[src/rtl/pdd_pkg.sv]
// Package for the Pelco-D drive command decoder.
// Holds frame constants, config/frame structs and the motor speed table.
// No dependencies.
package pdd_pkg;

  // Frame layout
  localparam logic [7:0] SYNC_BYTE     = 8'hFF;
  localparam int         DATA_LEN      = 5;
  localparam int         POS_W         = 3;
  localparam int         IDX_W         = $clog2(DATA_LEN);
  localparam logic [POS_W-1:0] POS_WAIT = 3'd0;
  localparam logic [POS_W-1:0] POS_CKS  = 3'd6;

  // Command codes
  localparam logic [7:0] CMD1_CAM_ON   = 8'h88;
  localparam logic [7:0] CMD1_CAM_OFF  = 8'h08;
  localparam logic [7:0] DATA1_CAMERA  = 8'h01;
  localparam logic [7:0] SPEED_SEL_MIN = 8'd1;
  localparam logic [7:0] SPEED_SEL_MAX = 8'd9;

  // Field widths
  localparam int DUTY_W  = 15;
  localparam int SPEED_W = 10;

  // Register reset values
  localparam logic [7:0]        ADDR_RST   = 8'd1;
  localparam logic [DUTY_W-1:0] CENTER_RST = 15'd1700;
  localparam logic [DUTY_W-1:0] LEFT_RST   = 15'd1300;
  localparam logic [DUTY_W-1:0] RIGHT_RST  = 15'd2000;

  // APB register map
  localparam int PADDR_W = 4;
  localparam int PDATA_W = 32;
  localparam logic [1:0] REG_ADDRESS = 2'd0;
  localparam logic [1:0] REG_CENTER  = 2'd1;
  localparam logic [1:0] REG_LEFT    = 2'd2;
  localparam logic [1:0] REG_RIGHT   = 2'd3;

  typedef struct packed {
    logic [7:0]        device_address;
    logic [DUTY_W-1:0] servo_center_duty;
    logic [DUTY_W-1:0] servo_left_duty;
    logic [DUTY_W-1:0] servo_right_duty;
  } cfg_t;

  typedef struct packed {
    logic [7:0] address;
    logic [7:0] cmd1;
    logic [7:0] cmd2;
    logic [7:0] data1;
    logic [7:0] data2;
    logic [7:0] sum;
  } frame_t;

  // Motor duty for speed select 1..9, zero otherwise
  function automatic logic [SPEED_W-1:0] speed_lookup(input logic [7:0] sel);
    logic [SPEED_W-1:0] r;
    case (sel)
      8'd1:    r = 10'd150;
      8'd2:    r = 10'd200;
      8'd3:    r = 10'd250;
      8'd4:    r = 10'd300;
      8'd5:    r = 10'd350;
      8'd6:    r = 10'd400;
      8'd7:    r = 10'd450;
      8'd8:    r = 10'd500;
      8'd9:    r = 10'd800;
      default: r = '0;
    endcase
    return r;
  endfunction

endpackage

[src/rtl/pdd_cfg.sv]
// APB configuration registers of the Pelco-D decoder.
// Depends on pdd_pkg for the register map and cfg_t.
module pdd_cfg (
  input  logic                        clk,
  input  logic                        rst,
  input  logic                        psel,
  input  logic                        penable,
  input  logic                        pwrite,
  input  logic [pdd_pkg::PADDR_W-1:0] paddr,
  input  logic [pdd_pkg::PDATA_W-1:0] pwdata,
  output logic [pdd_pkg::PDATA_W-1:0] prdata,
  output logic                        pready,
  output pdd_pkg::cfg_t               cfg
);
  import pdd_pkg::*;

  logic       wr_en;
  logic [1:0] reg_sel;

  assign pready  = 1'b1;
  assign wr_en   = psel && penable && pwrite;
  assign reg_sel = paddr[3:2];

  // Write the selected register
  always_ff @(posedge clk) begin
    if (rst) begin
      cfg.device_address    <= ADDR_RST;
      cfg.servo_center_duty <= CENTER_RST;
      cfg.servo_left_duty   <= LEFT_RST;
      cfg.servo_right_duty  <= RIGHT_RST;
    end else if (wr_en) begin
      case (reg_sel)
        REG_ADDRESS: cfg.device_address    <= pwdata[7:0];
        REG_CENTER:  cfg.servo_center_duty <= pwdata[DUTY_W-1:0];
        REG_LEFT:    cfg.servo_left_duty   <= pwdata[DUTY_W-1:0];
        REG_RIGHT:   cfg.servo_right_duty  <= pwdata[DUTY_W-1:0];
        default: ;
      endcase
    end
  end

  // Read back
  always_comb begin
    case (reg_sel)
      REG_ADDRESS: prdata = {{(PDATA_W-8){1'b0}}, cfg.device_address};
      REG_CENTER:  prdata = {{(PDATA_W-DUTY_W){1'b0}}, cfg.servo_center_duty};
      REG_LEFT:    prdata = {{(PDATA_W-DUTY_W){1'b0}}, cfg.servo_left_duty};
      REG_RIGHT:   prdata = {{(PDATA_W-DUTY_W){1'b0}}, cfg.servo_right_duty};
      default:     prdata = '0;
    endcase
  end

endmodule

[src/rtl/pdd_framer.sv]
// Byte framer: tracks position in a 7-byte frame, captures the five body
// bytes and the running checksum. Depends on pdd_pkg.
module pdd_framer (
  input  logic            clk,
  input  logic            rst,
  input  logic            accept,
  input  logic [7:0]      rx_byte,
  output logic            at_checksum,
  output pdd_pkg::frame_t frame
);
  import pdd_pkg::*;

  logic [POS_W-1:0] byte_position;
  logic [POS_W-1:0] byte_position_next;
  logic [7:0]       running_sum;
  logic [7:0]       running_sum_next;
  logic [7:0]       frame_bytes [DATA_LEN];
  logic             in_body;
  logic [POS_W-1:0] wr_pos;

  assign at_checksum = (byte_position == POS_CKS);
  assign in_body     = (byte_position != POS_WAIT) && (byte_position < POS_CKS);
  assign wr_pos      = byte_position - POS_W'(1);

  // Position and checksum sequencing
  always_comb begin
    byte_position_next = byte_position;
    running_sum_next   = running_sum;
    if (in_body) begin
      byte_position_next = byte_position + POS_W'(1);
      running_sum_next   = running_sum + rx_byte;
    end else if (at_checksum) begin
      byte_position_next = POS_WAIT;
      running_sum_next   = '0;
    end else if (rx_byte == SYNC_BYTE) begin
      byte_position_next = POS_W'(1);
      running_sum_next   = '0;
    end else begin
      byte_position_next = POS_WAIT;
    end
  end

  always_ff @(posedge clk) begin
    if (rst) begin
      byte_position <= POS_WAIT;
      running_sum   <= '0;
    end else if (accept) begin
      byte_position <= byte_position_next;
      running_sum   <= running_sum_next;
    end
  end

  // Capture body bytes
  always_ff @(posedge clk) begin
    if (accept && in_body) begin
      frame_bytes[wr_pos[IDX_W-1:0]] <= rx_byte;
    end
  end

  assign frame.address = frame_bytes[0];
  assign frame.cmd1    = frame_bytes[1];
  assign frame.cmd2    = frame_bytes[2];
  assign frame.data1   = frame_bytes[3];
  assign frame.data2   = frame_bytes[4];
  assign frame.sum     = running_sum;

endmodule

[src/rtl/pdd_drive.sv]
// Command decode, drive state and result register of the Pelco-D decoder.
// Depends on pdd_pkg for frame_t, cfg_t and the speed table.
module pdd_drive (
  input  logic                        clk,
  input  logic                        rst,
  input  logic                        fire,
  input  logic [7:0]                  rx_byte,
  input  pdd_pkg::frame_t             frame,
  input  pdd_pkg::cfg_t               cfg,
  output logic                        out_valid,
  input  logic                        out_stall,
  output logic [pdd_pkg::DUTY_W-1:0]  servo_duty,
  output logic [pdd_pkg::SPEED_W-1:0] motor_speed,
  output logic                        motor_forward,
  output logic                        motor_backward,
  output logic                        camera_on,
  output logic                        camera_off,
  output logic                        checksum_error
);
  import pdd_pkg::*;

  logic [DUTY_W-1:0]  servo_duty_reg, servo_duty_next;
  logic [SPEED_W-1:0] motor_speed_reg, motor_speed_next;
  logic               forward_pin, forward_pin_next;
  logic               backward_pin, backward_pin_next;
  logic               cks_ok, addr_match, cam_on_req, cam_off_req, apply;
  logic               speed_sel_ok;

  // Frame qualification
  assign cks_ok       = (rx_byte == frame.sum);
  assign addr_match   = (frame.address == cfg.device_address) && !frame.cmd2[0];
  assign cam_on_req   = (frame.cmd1 == CMD1_CAM_ON) && (frame.data1 == DATA1_CAMERA);
  assign cam_off_req  = (frame.cmd1 == CMD1_CAM_OFF) && (frame.data1 == DATA1_CAMERA);
  assign apply        = cks_ok && addr_match && !cam_on_req && !cam_off_req;
  assign speed_sel_ok = (frame.data2 >= SPEED_SEL_MIN) && (frame.data2 <= SPEED_SEL_MAX);

  // Drive decode
  always_comb begin
    servo_duty_next   = servo_duty_reg;
    motor_speed_next  = motor_speed_reg;
    forward_pin_next  = forward_pin;
    backward_pin_next = backward_pin;
    if (apply) begin
      if (frame.cmd2[1]) begin
        servo_duty_next = cfg.servo_right_duty;
      end else if (frame.cmd2[2]) begin
        servo_duty_next = cfg.servo_left_duty;
      end else begin
        servo_duty_next = cfg.servo_center_duty;
      end
      if (frame.cmd2[3] || frame.cmd2[4]) begin
        if (speed_sel_ok) begin
          motor_speed_next  = speed_lookup(frame.data2);
          forward_pin_next  = frame.cmd2[3];
          backward_pin_next = !frame.cmd2[3];
        end
      end else begin
        motor_speed_next  = '0;
        forward_pin_next  = 1'b0;
        backward_pin_next = 1'b0;
      end
    end
  end

  // Drive state
  always_ff @(posedge clk) begin
    if (rst) begin
      servo_duty_reg  <= CENTER_RST;
      motor_speed_reg <= '0;
      forward_pin     <= 1'b0;
      backward_pin    <= 1'b0;
    end else if (fire) begin
      servo_duty_reg  <= servo_duty_next;
      motor_speed_reg <= motor_speed_next;
      forward_pin     <= forward_pin_next;
      backward_pin    <= backward_pin_next;
    end
  end

  // Result valid: set on a finished frame, drop once taken
  always_ff @(posedge clk) begin
    if (rst) begin
      out_valid <= 1'b0;
    end else if (fire) begin
      out_valid <= 1'b1;
    end else if (!out_stall) begin
      out_valid <= 1'b0;
    end
  end

  // Result payload
  always_ff @(posedge clk) begin
    if (fire) begin
      servo_duty     <= servo_duty_next;
      motor_speed    <= motor_speed_next;
      motor_forward  <= forward_pin_next;
      motor_backward <= backward_pin_next;
      camera_on      <= cks_ok && addr_match && cam_on_req;
      camera_off     <= cks_ok && addr_match && !cam_on_req && cam_off_req;
      checksum_error <= !cks_ok;
    end
  end

  a_cam_exclusive: assert property (@(posedge clk) disable iff (rst)
    out_valid |-> !(camera_on && camera_off))
    else $error("both camera flags set in one result");

  a_cks_no_cam: assert property (@(posedge clk) disable iff (rst)
    out_valid && checksum_error |-> !camera_on && !camera_off)
    else $error("camera flag on a frame with bad checksum");

  a_pins_exclusive: assert property (@(posedge clk) disable iff (rst)
    out_valid |-> !(motor_forward && motor_backward))
    else $error("both direction pins driven");

  a_stopped_speed: assert property (@(posedge clk) disable iff (rst)
    out_valid && !motor_forward && !motor_backward |-> motor_speed == '0)
    else $error("nonzero motor speed with no direction");

endmodule

[src/rtl/pelco_d_drive_command_decoder.sv]
// Pelco-D drive command decoder: frames a byte stream and drives servo/motor.
// One byte is accepted per cycle unless stalled; a result appears in the
// cycle after the checksum byte is accepted (at most one result per 7 bytes).
// Input stalls only on a checksum byte while a previous result is still held.
// Synchronous reset restores register defaults, centers the servo, stops the
// motor and returns the framer to waiting for sync.
module pelco_d_drive_command_decoder (
  input  logic                        clk,
  input  logic                        rst,
  input  logic                        in_valid,
  output logic                        in_stall,
  input  logic [7:0]                  rx_byte,
  output logic                        out_valid,
  input  logic                        out_stall,
  output logic [pdd_pkg::DUTY_W-1:0]  servo_duty,
  output logic [pdd_pkg::SPEED_W-1:0] motor_speed,
  output logic                        motor_forward,
  output logic                        motor_backward,
  output logic                        camera_on,
  output logic                        camera_off,
  output logic                        checksum_error,
  input  logic                        psel,
  input  logic                        penable,
  input  logic                        pwrite,
  input  logic [pdd_pkg::PADDR_W-1:0] paddr,
  input  logic [pdd_pkg::PDATA_W-1:0] pwdata,
  output logic [pdd_pkg::PDATA_W-1:0] prdata,
  output logic                        pready
);
  import pdd_pkg::*;

  cfg_t   cfg;
  frame_t frame;
  logic   at_checksum;
  logic   accept;
  logic   fire;

  // Hold a checksum byte while the result register is still occupied
  assign in_stall = at_checksum && out_valid && out_stall;
  assign accept   = in_valid && !in_stall;
  assign fire     = accept && at_checksum;

  pdd_cfg u_cfg (
    .clk     (clk),
    .rst     (rst),
    .psel    (psel),
    .penable (penable),
    .pwrite  (pwrite),
    .paddr   (paddr),
    .pwdata  (pwdata),
    .prdata  (prdata),
    .pready  (pready),
    .cfg     (cfg)
  );

  pdd_framer u_framer (
    .clk         (clk),
    .rst         (rst),
    .accept      (accept),
    .rx_byte     (rx_byte),
    .at_checksum (at_checksum),
    .frame       (frame)
  );

  pdd_drive u_drive (
    .clk            (clk),
    .rst            (rst),
    .fire           (fire),
    .rx_byte        (rx_byte),
    .frame          (frame),
    .cfg            (cfg),
    .out_valid      (out_valid),
    .out_stall      (out_stall),
    .servo_duty     (servo_duty),
    .motor_speed    (motor_speed),
    .motor_forward  (motor_forward),
    .motor_backward (motor_backward),
    .camera_on      (camera_on),
    .camera_off     (camera_off),
    .checksum_error (checksum_error)
  );

endmodule
[config.mk]
export PLATFORM = sky130hd
export DESIGN_NAME = pelco_d_drive_command_decoder
export DESIGN_NICKNAME = d
export VERILOG_FILES = /design/src/rtl/pdd_pkg.sv /design/src/rtl/pdd_cfg.sv /design/src/rtl/pdd_framer.sv /design/src/rtl/pdd_drive.sv /design/src/rtl/pelco_d_drive_command_decoder.sv
export SDC_FILE = /design/constraint.sdc
export NUM_CORES = 1
export LEC_CHECK = 0
export ABC_AREA = 0
export BUFFER_PORTS_ARGS = -buffer_cell sky130_fd_sc_hd__buf_2
export CELL_PAD_IN_SITES_DETAIL_PLACEMENT = 2
export CELL_PAD_IN_SITES_GLOBAL_PLACEMENT = 2
export CORE_UTILIZATION = 36
export CTS_CLUSTER_DIAMETER = 80
export DETAILED_ROUTE_END_ITERATION = 10
export GPL_TIMING_DRIVEN = 1
export PLACE_DENSITY = 0.87
export SYNTH_ARGS = -nofsm -noshare
export SYNTH_HDL_FRONTEND = slang
export SYNTH_SLANG_ARGS = --single-unit
[constraint.sdc]
create_clock -name clk -period 3.2 [get_ports clk]
set_clock_uncertainty 0.2 [all_clocks]
set_input_delay 0 -clock clk [delete_from_list [all_inputs] [get_ports clk]]
set_output_delay 0 -clock clk [all_outputs]
set_load 0.01 [all_outputs]
==> results of run 1 <==
==> per-layer routing <==
metal	vias up	part of all wire, %	track usage, %
met5	-	0.048	0
met1	3198	42	31.6
li1	2776	-	-
met2	207	50	44.0
met3	81	4.2	4.88
met4	2	3.9	13.0
==> cell families (layout without fill, tap and decap cells) <==
| family | Yosys count | after routing | synth area share [%] |
|---|---|---|---|
| compound gates | 143 | 143 | 12.9 |
| mux | 55 | 55 | 9.42 |
| other cells | 2 | 18 | 0.0997 |
| flops | 159 | 159 | 51.2 |
| xor+xnor | 12 | 12 | 1.40 |
| fa+ha+maj | 16 | 16 | 2.76 |
| simple gates | 261 | 261 | 16.8 |
| buf+inv | 79 | 170 | 5.50 |
==> cell usage in the layout, fill, tap and decap left out, drive strengths merged, types with 3 or more instances in the layout <==
cell type	Yosys	routed
a2111oi	3	3
a211oi	4	4
a21oi	47	47
a22o	8	8
a22oi	4	4
a32oi	3	3
and2	5	5
and3	5	5
buf	30	96
clkbuf	35	24
clkinvlp	0	3
conb	2	18
dfxtp	92	92
dlygate4sd3	0	28
edfxtp	67	67
ha	15	15
inv	14	16
mux2	23	23
mux2i	24	24
mux4	8	8
nand2	125	125
nand2b	3	3
nand3	29	29
nand4	24	24
nor2	34	34
nor2b	3	3
nor3	10	10
nor4	3	3
nor4b	3	3
o21a	3	3
o21ai	39	39
o2bb2ai	13	13
or2	4	4
or3	4	4
xnor2	3	3
xor2	9	9
==> synth_stat cells (all sizes together) (8+ instances only) <==
master / n / area, µm²
a21oi: 47 / 235
a22o: 8 / 70.1
mux2: 23 / 289
dfxtp: 92 / 1840
ha: 15 / 188
o2bb2ai: 13 / 114
nand2: 125 / 469
nor2: 34 / 128
clkbuf: 35 / 133
mux4: 8 / 180
nand3: 29 / 158
xor2: 9 / 78.8
buf: 30 / 229
edfxtp: 67 / 2010
inv: 14 / 52.6
mux2i: 24 / 240
nand4: 24 / 150
o21ai: 39 / 195
nor3: 10 / 50.1
==> worst paths after layout <==
path                                      startpoint                                      end  slack [ns]  depth (start not counted)
min reg2reg  u_drive.motor_speed_reg[4]$_SDFFE_PP0P_  u_drive.motor_speed_reg[4]$_SDFFE_PP0P_        0.27                          1
max reg2reg   u_framer.byte_position[0]$_SDFFE_PP0N_     u_framer.frame_bytes[1][4]$_DFFE_PP_        0.14                          8
min                                          penable               u_cfg.cfg[43]$_SDFFE_PP0P_        0.08                          5
max           u_framer.byte_position[0]$_SDFFE_PP0N_     u_framer.frame_bytes[1][4]$_DFFE_PP_        0.14                          8
==> area by class of cell <==
class                           count  area, µm²
Clock buffer                       24        503
Clock inverter                      8       76.3
Inverter                           14       52.6
Fill cell                        2101      11400
Tap cell                          270        338
Sequential cell                   159       3850
Multi-Input combinational cell    505       3340
Timing Repair Buffer              124        806
==> stage by stage <==
stage	worst slack (ns)	area (µm²)	cells	hold slack, ns
floorplan	0.379	7590	743	-0.101
global placement	0.567	8110	1044	0.0573
detailed placement	0.352	8110	1044	0.0663
CTS	0.217	8970	1104	0.0830
global route	0.0816	8970	1104	0.112
finish	0.143	8970	1104	0.0790
==> power breakdown <==
group	leakage, nW	switching [mW]	internal, mW	total [mW]
Sequential	1.34	0.0107	2.11	2.12
Combinational	1.79	0.146	0.0817	0.228
Clock	0.276	0.874	1.18	2.05
Total	3.41	1.03	3.37	4.41
==> critical path, stage by stage (launching register included) <==
cell and delay, ns:
dfxtp_1 0.48, inv_1 0.21, ha_1 0.28, nand4_1 0.20, and2_1 0.28, and3_2 0.38, nand2_1 0.17, nor3b_1 0.30
buf_4 0.26
==> repair_timing <==
| action | 4_1_cts | 5_1_grt |
|---|---|---|
| setup endpoints to repair | 0 | 8 |
| resized for setup | 0 | 1 |
| endpoints found under the hold margin | 110 | 0 |
| hold buffers | 28 | 0 |
==> impl_metrics.tcl, run 1 <==
set metrics [dict create \
    status "finished, final reports clean" \
    cts_root_buffer "clkbuf_16" \
    hold_class "in -> reg" \
    startpoint_type "flop" \
    ant_nets 0 \
    ys_types 71 \
    grt_max_degree 42 \
    cts_tree "built" \
    p_leak_nw 3.41 \
    clockBufferDepth 2 \
    clock_latency_ns 0.44 \
    syn_area_um2 7530 \
    drtIter0Drc 386 \
    clk_pin_slew_ns 0.06 \
    timing.final.crit_share_pct 95.5 \
    synth-main-ff-cell "dfxtp_1" \
    cts_buffers 17 \
    worst-setup-path-type "reg -> reg" \
    fp-row-count 52 \
    finalSetupViolCount 0 \
    slew_headroom_pct 27.5 \
    yosys_warnings 0 \
    place_congestion 0.766 \
    path_max_fanout 9 \
    grt.total_usage_pct 26.0 \
    first_pass_iters 5 \
    post_drt_wl_per_cell_um 24.6 \
    dieHeight_um 147 \
    rsz0062_at_grt "false" \
    io_pins 116 \
    clkSinkCount 159 \
    synth.yosys.seq_area_share_pct 51.2 \
    fmaxAchievable_mhz 327 \
    cp.required_ns 3.14 \
    hold_viol 0 \
    drc 0 \
    grt_first_pass_wirelength_mm 41.8 \
    start_util_pct 37.0 \
    total_power_mw 4.41 \
    crit_path_end_kind "flop" \
    largest_reg_flops 53 \
    core_area_um2 20400 \
    dr_total_vias 6264 \
    io_buffers 78 \
    antennaDiodeCount 0 \
    postCtsSetupBuffers 0 \
    p_per_area_nw_per_um2 491 \
    syn_inst 727 \
    ys_async_sr_fraction_pct 0 \
    synth_edf_count 67 \
    syn_avg_cell_area_um2 10.4 \
    vias_per_cell 5.67 \
    final_util_pct 44.0 \
    synth-seq-cells 159 \
    fin_setup_tns_ns 0 \
    grt.overflow.total 0 \
    antenna_found_initial 1 \
    cp.arrival_ns 3.00 \
    maxCapViolCount 0 \
    finalMaxSlewViolations 0 \
    worst_pin_slew_ns 1.09 \
    dieArea_um2 21500 \
    ir_drop_uv 443 \
    post-dp-hpwl_mm 15.5 \
    cts-htree-levels 4 \
    wl_mm 27.1 \
    fin_nets 888 \
    grt_pass1_vias 6824 \
    period_minus_slack_ns 3.06 \
    fp.dieW_um 147 \
    area_delta_synth_final_pct 19.0 \
    drive_gt1_share_pct 20.7 \
]
No activity file was read; power rests on OpenSTA's default activity.
==> inputs of run 2 (changes only) <==
--- a/config.mk
+++ b/config.mk
@@ -9,11 +9,11 @@
 export BUFFER_PORTS_ARGS = -buffer_cell sky130_fd_sc_hd__buf_2
 export CELL_PAD_IN_SITES_DETAIL_PLACEMENT = 2
 export CELL_PAD_IN_SITES_GLOBAL_PLACEMENT = 2
-export CORE_UTILIZATION = 36
+export CORE_UTILIZATION = 39
 export CTS_CLUSTER_DIAMETER = 80
 export DETAILED_ROUTE_END_ITERATION = 10
 export GPL_TIMING_DRIVEN = 1
-export PLACE_DENSITY = 0.87
+export PLACE_DENSITY = 0.93
 export SYNTH_ARGS = -nofsm -noshare
 export SYNTH_HDL_FRONTEND = slang
 export SYNTH_SLANG_ARGS = --single-unit
==> constraint.sdc (replaced) <==
create_clock -name clk -period 3.6 [get_ports clk]
set_clock_uncertainty 0.2 [all_clocks]
set_input_delay 0 -clock clk [delete_from_list [all_inputs] [get_ports clk]]
set_output_delay 0 -clock clk [all_outputs]
set_load 0.01 [all_outputs]
==> run 2 against run 1 <==
Non-clock buffer count shrank 5. Total power shrank 8.0%. Sequential share of layout area grew 0.14 points. Die area shrank 7.6%. Critical endpoint is now u_framer.frame_bytes[0][2]$_DFFE_PP_. Combinational power shrank 8.8%. Cell area shrank 0.33%. Count of clock-buffer cells in the layout shrank 3. Sequential power shrank 11%. Cell count shrank 1.4%. Wire length grew 11%.
==> impl_metrics.tcl, run 2 (same netlist as run 1, synthesis figures left out) <==
set metrics [dict create \
    fp-row-count 50 \
    post-dp-hpwl_mm 16.1 \
    worst-setup-path-type "reg -> reg" \
    fmaxAchievable_mhz 302 \
    finalMaxSlewViolations 0 \
    core_area_um2 18800 \
    p_per_area_nw_per_um2 454 \
    most-common-layout-cells "nand2_1, dfxtp_1, buf_2, edfxtp_1, a21oi_1" \
    fp.dieW_um 141 \
    cp.required_ns 3.47 \
    clock_latency_ns 0.44 \
    grt_pass1_vias 7141 \
    clockBufferDepth 2 \
    io_buffers 78 \
    holdWs_ns 0.0106 \
    grt.overflow.total 0 \
    hold_viol 0 \
    hold_buffers 26 \
    final_common_cell "nand2_1" \
    grt_max_degree 61 \
    total_power_mw 4.05 \
    grt.total_usage_pct 31.3 \
    grt_first_pass_wirelength_mm 45.6 \
    cts_root_buffer "clkbuf_16" \
    p_leak_nw 3.40 \
    fin_setup_tns_ns 0 \
    io_pins 116 \
    path_max_fanout 9 \
    status "finished, final reports clean" \
    vias_per_cell 6.03 \
    postCtsResizedCells 0 \
    timing.final.crit_share_pct 92.1 \
    wl_mm 30.2 \
    largest_reg_flops 53 \
    pre_cts_ws_ns 0.558 \
    place_congestion 0.754 \
    startpoint_type "flop" \
    worst_pin_slew_ns 1.11 \
    fin_nets 883 \
    fin_area_um2 8940 \
    drc 0 \
    dr_total_vias 6564 \
    placed_area_um2 8070 \
    cts-htree-levels 4 \
    dpl.cell_count 1031 \
    hold_class "in -> reg" \
    dieArea_um2 19900 \
    antenna_found_initial 0 \
    area_delta_synth_final_pct 18.6 \
    rsz0062_at_grt "false" \
    final_util_pct 47.5 \
    antennaDiodeCount 0 \
    ant_nets 0 \
    postCtsSetupBuffers 0 \
    first_pass_iters 7 \
    drive_gt1_share_pct 20.4 \
    cts_buffers 17 \
    fin_cells 1089 \
    post_drt_wl_per_cell_um 27.8 \
    finalSetupViolCount 0 \
    ir_drop_uv 379 \
    clk_pin_slew_ns 0.07 \
    period_minus_slack_ns 3.32 \
    multi_input_area_um2 3340 \
    dieHeight_um 141 \
    slew_headroom_pct 25.8 \
    seq_area_um2 3850 \
    cts_tree "built" \
    maxCapViolCount 0 \
    num-fill-cells 1918 \
    crit_path_end_kind "flop" \
    setup_ws_ns 0.284 \
    cp.arrival_ns 3.19 \
    clkSinkCount 159 \
    start_util_pct 40.0 \
    drtIter0Drc 532 \
]
## run 2: cell types whose count changed in the layout (fill, tap and decap cells not counted), sizes merged
cell / previous run / this run
buf: 96 / 93
inv: 16 / 14
bufinv: 1 / 4
dlygate4sd3: 28 / 26
clkinv: 2 / 6
clkinvlp: 3 / 1
clkbuf: 24 / 21
## run 2: power breakdown
| group | total, mW | internal [mW] | switching [mW] | leakage [nW] |
|---|---|---|---|---|
| sequential | 1.89 | 1.88 | 0.0103 | 1.34 |
| combinational | 0.208 | 0.0723 | 0.135 | 1.76 |
| clock | 1.96 | 1.16 | 0.800 | 0.295 |
| total | 4.05 | 3.11 | 0.945 | 3.40 |
## run 2: critical path, stage by stage (launching register included)
cell,delay (ns)
dfxtp_1,0.47
inv_1,0.15
ha_1,0.27
nand4_1,0.18
and2_1,0.28
and3_1,0.47
nand2_1,0.25
nor2_1,0.68
## run 2: area by class of cell
class | count | share of cell area, %
well taps | 260 | 3.64
multi-input cells | 505 | 37.3
clock buffers | 21 | 4.93
inverters | 14 | 0.588
flip-flops and latches | 159 | 43.1
repair buffers | 119 | 8.54
clock inverters | 11 | 1.85
## run 2: final timing paths
path | slack [ns] | cells past startpoint | start | to
hold / removal | 0.01 | 6 | penable | u_cfg.cfg[18]$_SDFFE_PP0P_
setup / recovery | 0.28 | 7 | u_framer.byte_position[0]$_SDFFE_PP0N_ | u_framer.frame_bytes[0][2]$_DFFE_PP_
setup reg to reg | 0.28 | 7 | u_framer.byte_position[0]$_SDFFE_PP0N_ | u_framer.frame_bytes[0][2]$_DFFE_PP_
hold reg to reg | 0.27 | 1 | u_drive.motor_speed_reg[0]$_SDFFE_PP0P_ | u_drive.motor_speed_reg[0]$_SDFFE_PP0P_
## run 2: layer usage
layer | GRT usage, % | share of wire [%] | vias to the layer above
met1 | 36.1 | 39 | 3371
met3 | 5.84 | 5.5 | 111
li1 | - | - | 2767
met5 | 0 | 0 | -
met2 | 55.0 | 51 | 315
met4 | 17.0 | 4.6 | 0
==> inputs of run 3 (changes only) <==
--- a/config.mk
+++ b/config.mk
@@ -5,14 +5,15 @@
 export SDC_FILE = /design/constraint.sdc
 export NUM_CORES = 1
 export LEC_CHECK = 0
-export ABC_AREA = 0
+export ABC_AREA = 1
 export BUFFER_PORTS_ARGS = -buffer_cell sky130_fd_sc_hd__buf_2
 export CELL_PAD_IN_SITES_DETAIL_PLACEMENT = 2
 export CELL_PAD_IN_SITES_GLOBAL_PLACEMENT = 2
-export CORE_UTILIZATION = 39
+export CORE_UTILIZATION = 36
 export CTS_CLUSTER_DIAMETER = 80
 export DETAILED_ROUTE_END_ITERATION = 10
 export GPL_TIMING_DRIVEN = 1
+export HOLD_SLACK_MARGIN = 0.05
 export PLACE_DENSITY = 0.93
 export SYNTH_ARGS = -nofsm -noshare
 export SYNTH_HDL_FRONTEND = slang
==> run 3 against run 2 <==
Register-to-register slack gained 0.29 ns. Wire length grew 1.6%. Sequential cell count is the same. Cell area grew 3.6%. Global-route usage shrank 1.9 points. Clock power shrank 6%. Synthesized area grew 2.7%. Count of clock-buffer cells in the layout grew 7. Critical endpoint is now u_framer.frame_bytes[2][1]$_DFFE_PP_. Utilization shrank 3.4 points.
==> impl_metrics.tcl, run 3 <==
set metrics [dict create \
    yosys_warnings 0 \
    synth_largest_area_cell "edfxtp_1" \
    postCtsSetupBuffers 0 \
    dieArea_um2 22100 \
    fmaxAchievable_mhz 330 \
    vias_per_cell 5.42 \
    cp.required_ns 3.56 \
    startpoint_type "flop" \
    drive_gt1_share_pct 14.0 \
    slew_headroom_pct 24.9 \
    hold_buffers 31 \
    fin_setup_tns_ns 0 \
    post-dp-hpwl_mm 18.0 \
    place_congestion 0.808 \
    wl_mm 30.7 \
    drtIter0Drc 513 \
    synth-main-ff-cell "dfxtp_1" \
    post_drt_wl_per_cell_um 22.5 \
    fin_nets 1143 \
    period_minus_slack_ns 3.03 \
    seq_area_um2 3850 \
    clk_pin_slew_ns 0.06 \
    maxCapViolCount 0 \
    combPwrFrac_pct 6.4 \
    intPower_mw 3.01 \
    core_area_um2 21000 \
    start_util_pct 36.8 \
    drc 0 \
    final_common_cell "nand2_1" \
    cts_tree "built" \
    hold_class "in -> reg" \
    dr_total_vias 7390 \
    synth-seq-cells 159 \
    dieHeight_um 149 \
    status "finished, final reports clean" \
    first_pass_iters 5 \
    syn_inst 970 \
    clock_latency_ns 0.46 \
    cts_root_buffer "clkbuf_16" \
    clkSinkCount 159 \
    fin_area_um2 9260 \
    ant_nets 0 \
    grt_pass1_vias 8267 \
    grt.overflow.total 0 \
    grt_max_degree 46 \
    cts_buffers 17 \
    p_per_area_nw_per_um2 431 \
    yosys-top-cells-area "edfxtp_1, dfxtp_1, nand2_1, o21ai_0, inv_1" \
    synth.yosys.seq_area_share_pct 49.8 \
    power_switching_share_pct 24.7 \
    io_buffers 78 \
    finalMaxSlewViolations 0 \
    yosys.cell_count.top_type "nand2_1" \
    most-common-layout-cells "nand2_1, inv_1, dfxtp_1, nor2_1, o21ai_0" \
    antenna_found_initial 1 \
    clockBufferDepth 2 \
    area_delta_synth_final_pct 19.7 \
    synth_edf_count 67 \
    cp.arrival_ns 2.99 \
    ys_async_sr_fraction_pct 0 \
    switchingPower_mw 0.986 \
    finalSetupViolCount 0 \
    grt.total_usage_pct 29.4 \
    io_pins 116 \
    placed_area_um2 8380 \
    p_leak_nw 4.20 \
    seqPwrFrac_pct 47.6 \
    fp.dieW_um 149 \
    num-fill-cells 2364 \
    final_util_pct 44.1 \
    crit_path_end_kind "flop" \
    fp-row-count 53 \
    grt_first_pass_wirelength_mm 48.5 \
    syn_area_um2 7730 \
    rsz0062_at_grt "false" \
    syn_avg_cell_area_um2 7.97 \
    ys_types 44 \
    clkPwrFrac_pct 46.0 \
    ir_drop_uv 306 \
    path_max_fanout 10 \
    cts-htree-levels 4 \
    antennaDiodeCount 0 \
    largest_reg_flops 53 \
    multi_input_area_um2 3200 \
    timing.final.crit_share_pct 84.2 \
    synthTopCellsByCount "nand2_1, inv_1, dfxtp_1, nor2_1, o21ai_0" \
    yosysTopAreaCellShare_pct 26.0 \
    hold_viol 0 \
    worst-setup-path-type "reg -> reg" \
    worst_pin_slew_ns 1.13 \
    postCtsResizedCells 0 \
]
-- run 3: cell count changes after synthesis, sizes merged, moves of 21 or more --
cell	before	now
nand2	125	252
inv	14	116
nor2	34	85
o21ai	39	83
nand3	29	66
mux2	23	0
mux2i	24	3
-- run 3: worst max-delay path, cell delays in order, from the launching register on --
cell,delay (ns)
dfxtp_1,0.42
inv_1,0.19
ha_1,0.28
nor2_1,0.15
inv_1,0.09
nand2_1,0.15
inv_1,0.10
nor2_2,0.29
inv_2,0.18
nor3_1,0.46
buf_4,0.24
-- run 3: layout make-up --
cell class / count / area share (%)
Timing Repair Buffer: 127 / 9.16
Inverter: 116 / 4.70
Clock inverter: 4 / 0.270
Sequential cell: 159 / 41.6
Clock buffer: 28 / 5.93
Multi-Input combinational cell: 655 / 34.6
Tap cell: 275 / 3.72
-- run 3: worst paths after layout --
check | cells after the start | to | slack (ns) | from
worst min-delay path | 5 | u_cfg.cfg[45]$_SDFFE_PP1P_ | 0.09 | paddr[2]
worst max register to register | 10 | u_framer.frame_bytes[2][1]$_DFFE_PP_ | 0.57 | u_framer.byte_position[0]$_SDFFE_PP0N_
worst max-delay path | 10 | u_framer.frame_bytes[2][1]$_DFFE_PP_ | 0.57 | u_framer.byte_position[0]$_SDFFE_PP0N_
worst min register to register | 2 | u_framer.running_sum[5]$_SDFFE_PP0P_ | 0.28 | u_framer.running_sum[5]$_SDFFE_PP0P_
-- run 3: kinds of logic after synthesis --
logic type | Yosys count | share of synthesized area [%]
AO/OA/AOI/OAI | 178 | 13.2
adder cells (fa/ha/maj) | 16 | 2.69
AND/OR/NAND/NOR | 438 | 24.0
XOR/XNOR | 2 | 0.227
other | 2 | 0.0971
flip-flops | 159 | 49.8
buffers and inverters | 172 | 9.51
multiplexers | 3 | 0.388
-- run 3: routing by layer --
| layer | global-route usage (%) | part of all wire (%) | wire [µm] |
|---|---|---|---|
| met2 | 50.7 | 50 | 15500 |
| met4 | 14.7 | 3.9 | 1180 |
| met3 | 4.97 | 4.4 | 1350 |
| met5 | 0 | 0.042 | 13 |
| met1 | 35.2 | 41 | 12700 |
-- run 3: stage by stage --
| step | setup WS [ns] | power (mW) | cells | hold WS (ns) |
|---|---|---|---|---|
| 2_1_floorplan | 1.17 | 2.07 | 986 | -0.101 |
| 3_3_place_gp | 1.01 | 2.14 | 1301 | 0.0471 |
| 3_5_place_dp | 0.924 | 2.15 | 1301 | 0.0617 |
| 4_1_cts | 0.688 | 3.99 | 1364 | 0.0695 |
| 5_1_grt | 0.438 | 4.09 | 1364 | 0.122 |
| 6_report | 0.569 | 3.99 | 1364 | 0.0895 |
-- run 3: power groups by stage --
stage,sequential (mW),clock [mW],combinational (mW)
global route,1.90,1.92,0.272
floorplan,1.94,0,0.131
CTS,1.90,1.84,0.248
detailed placement,1.94,0,0.214
finish,1.90,1.84,0.254
global placement,1.94,0,0.200
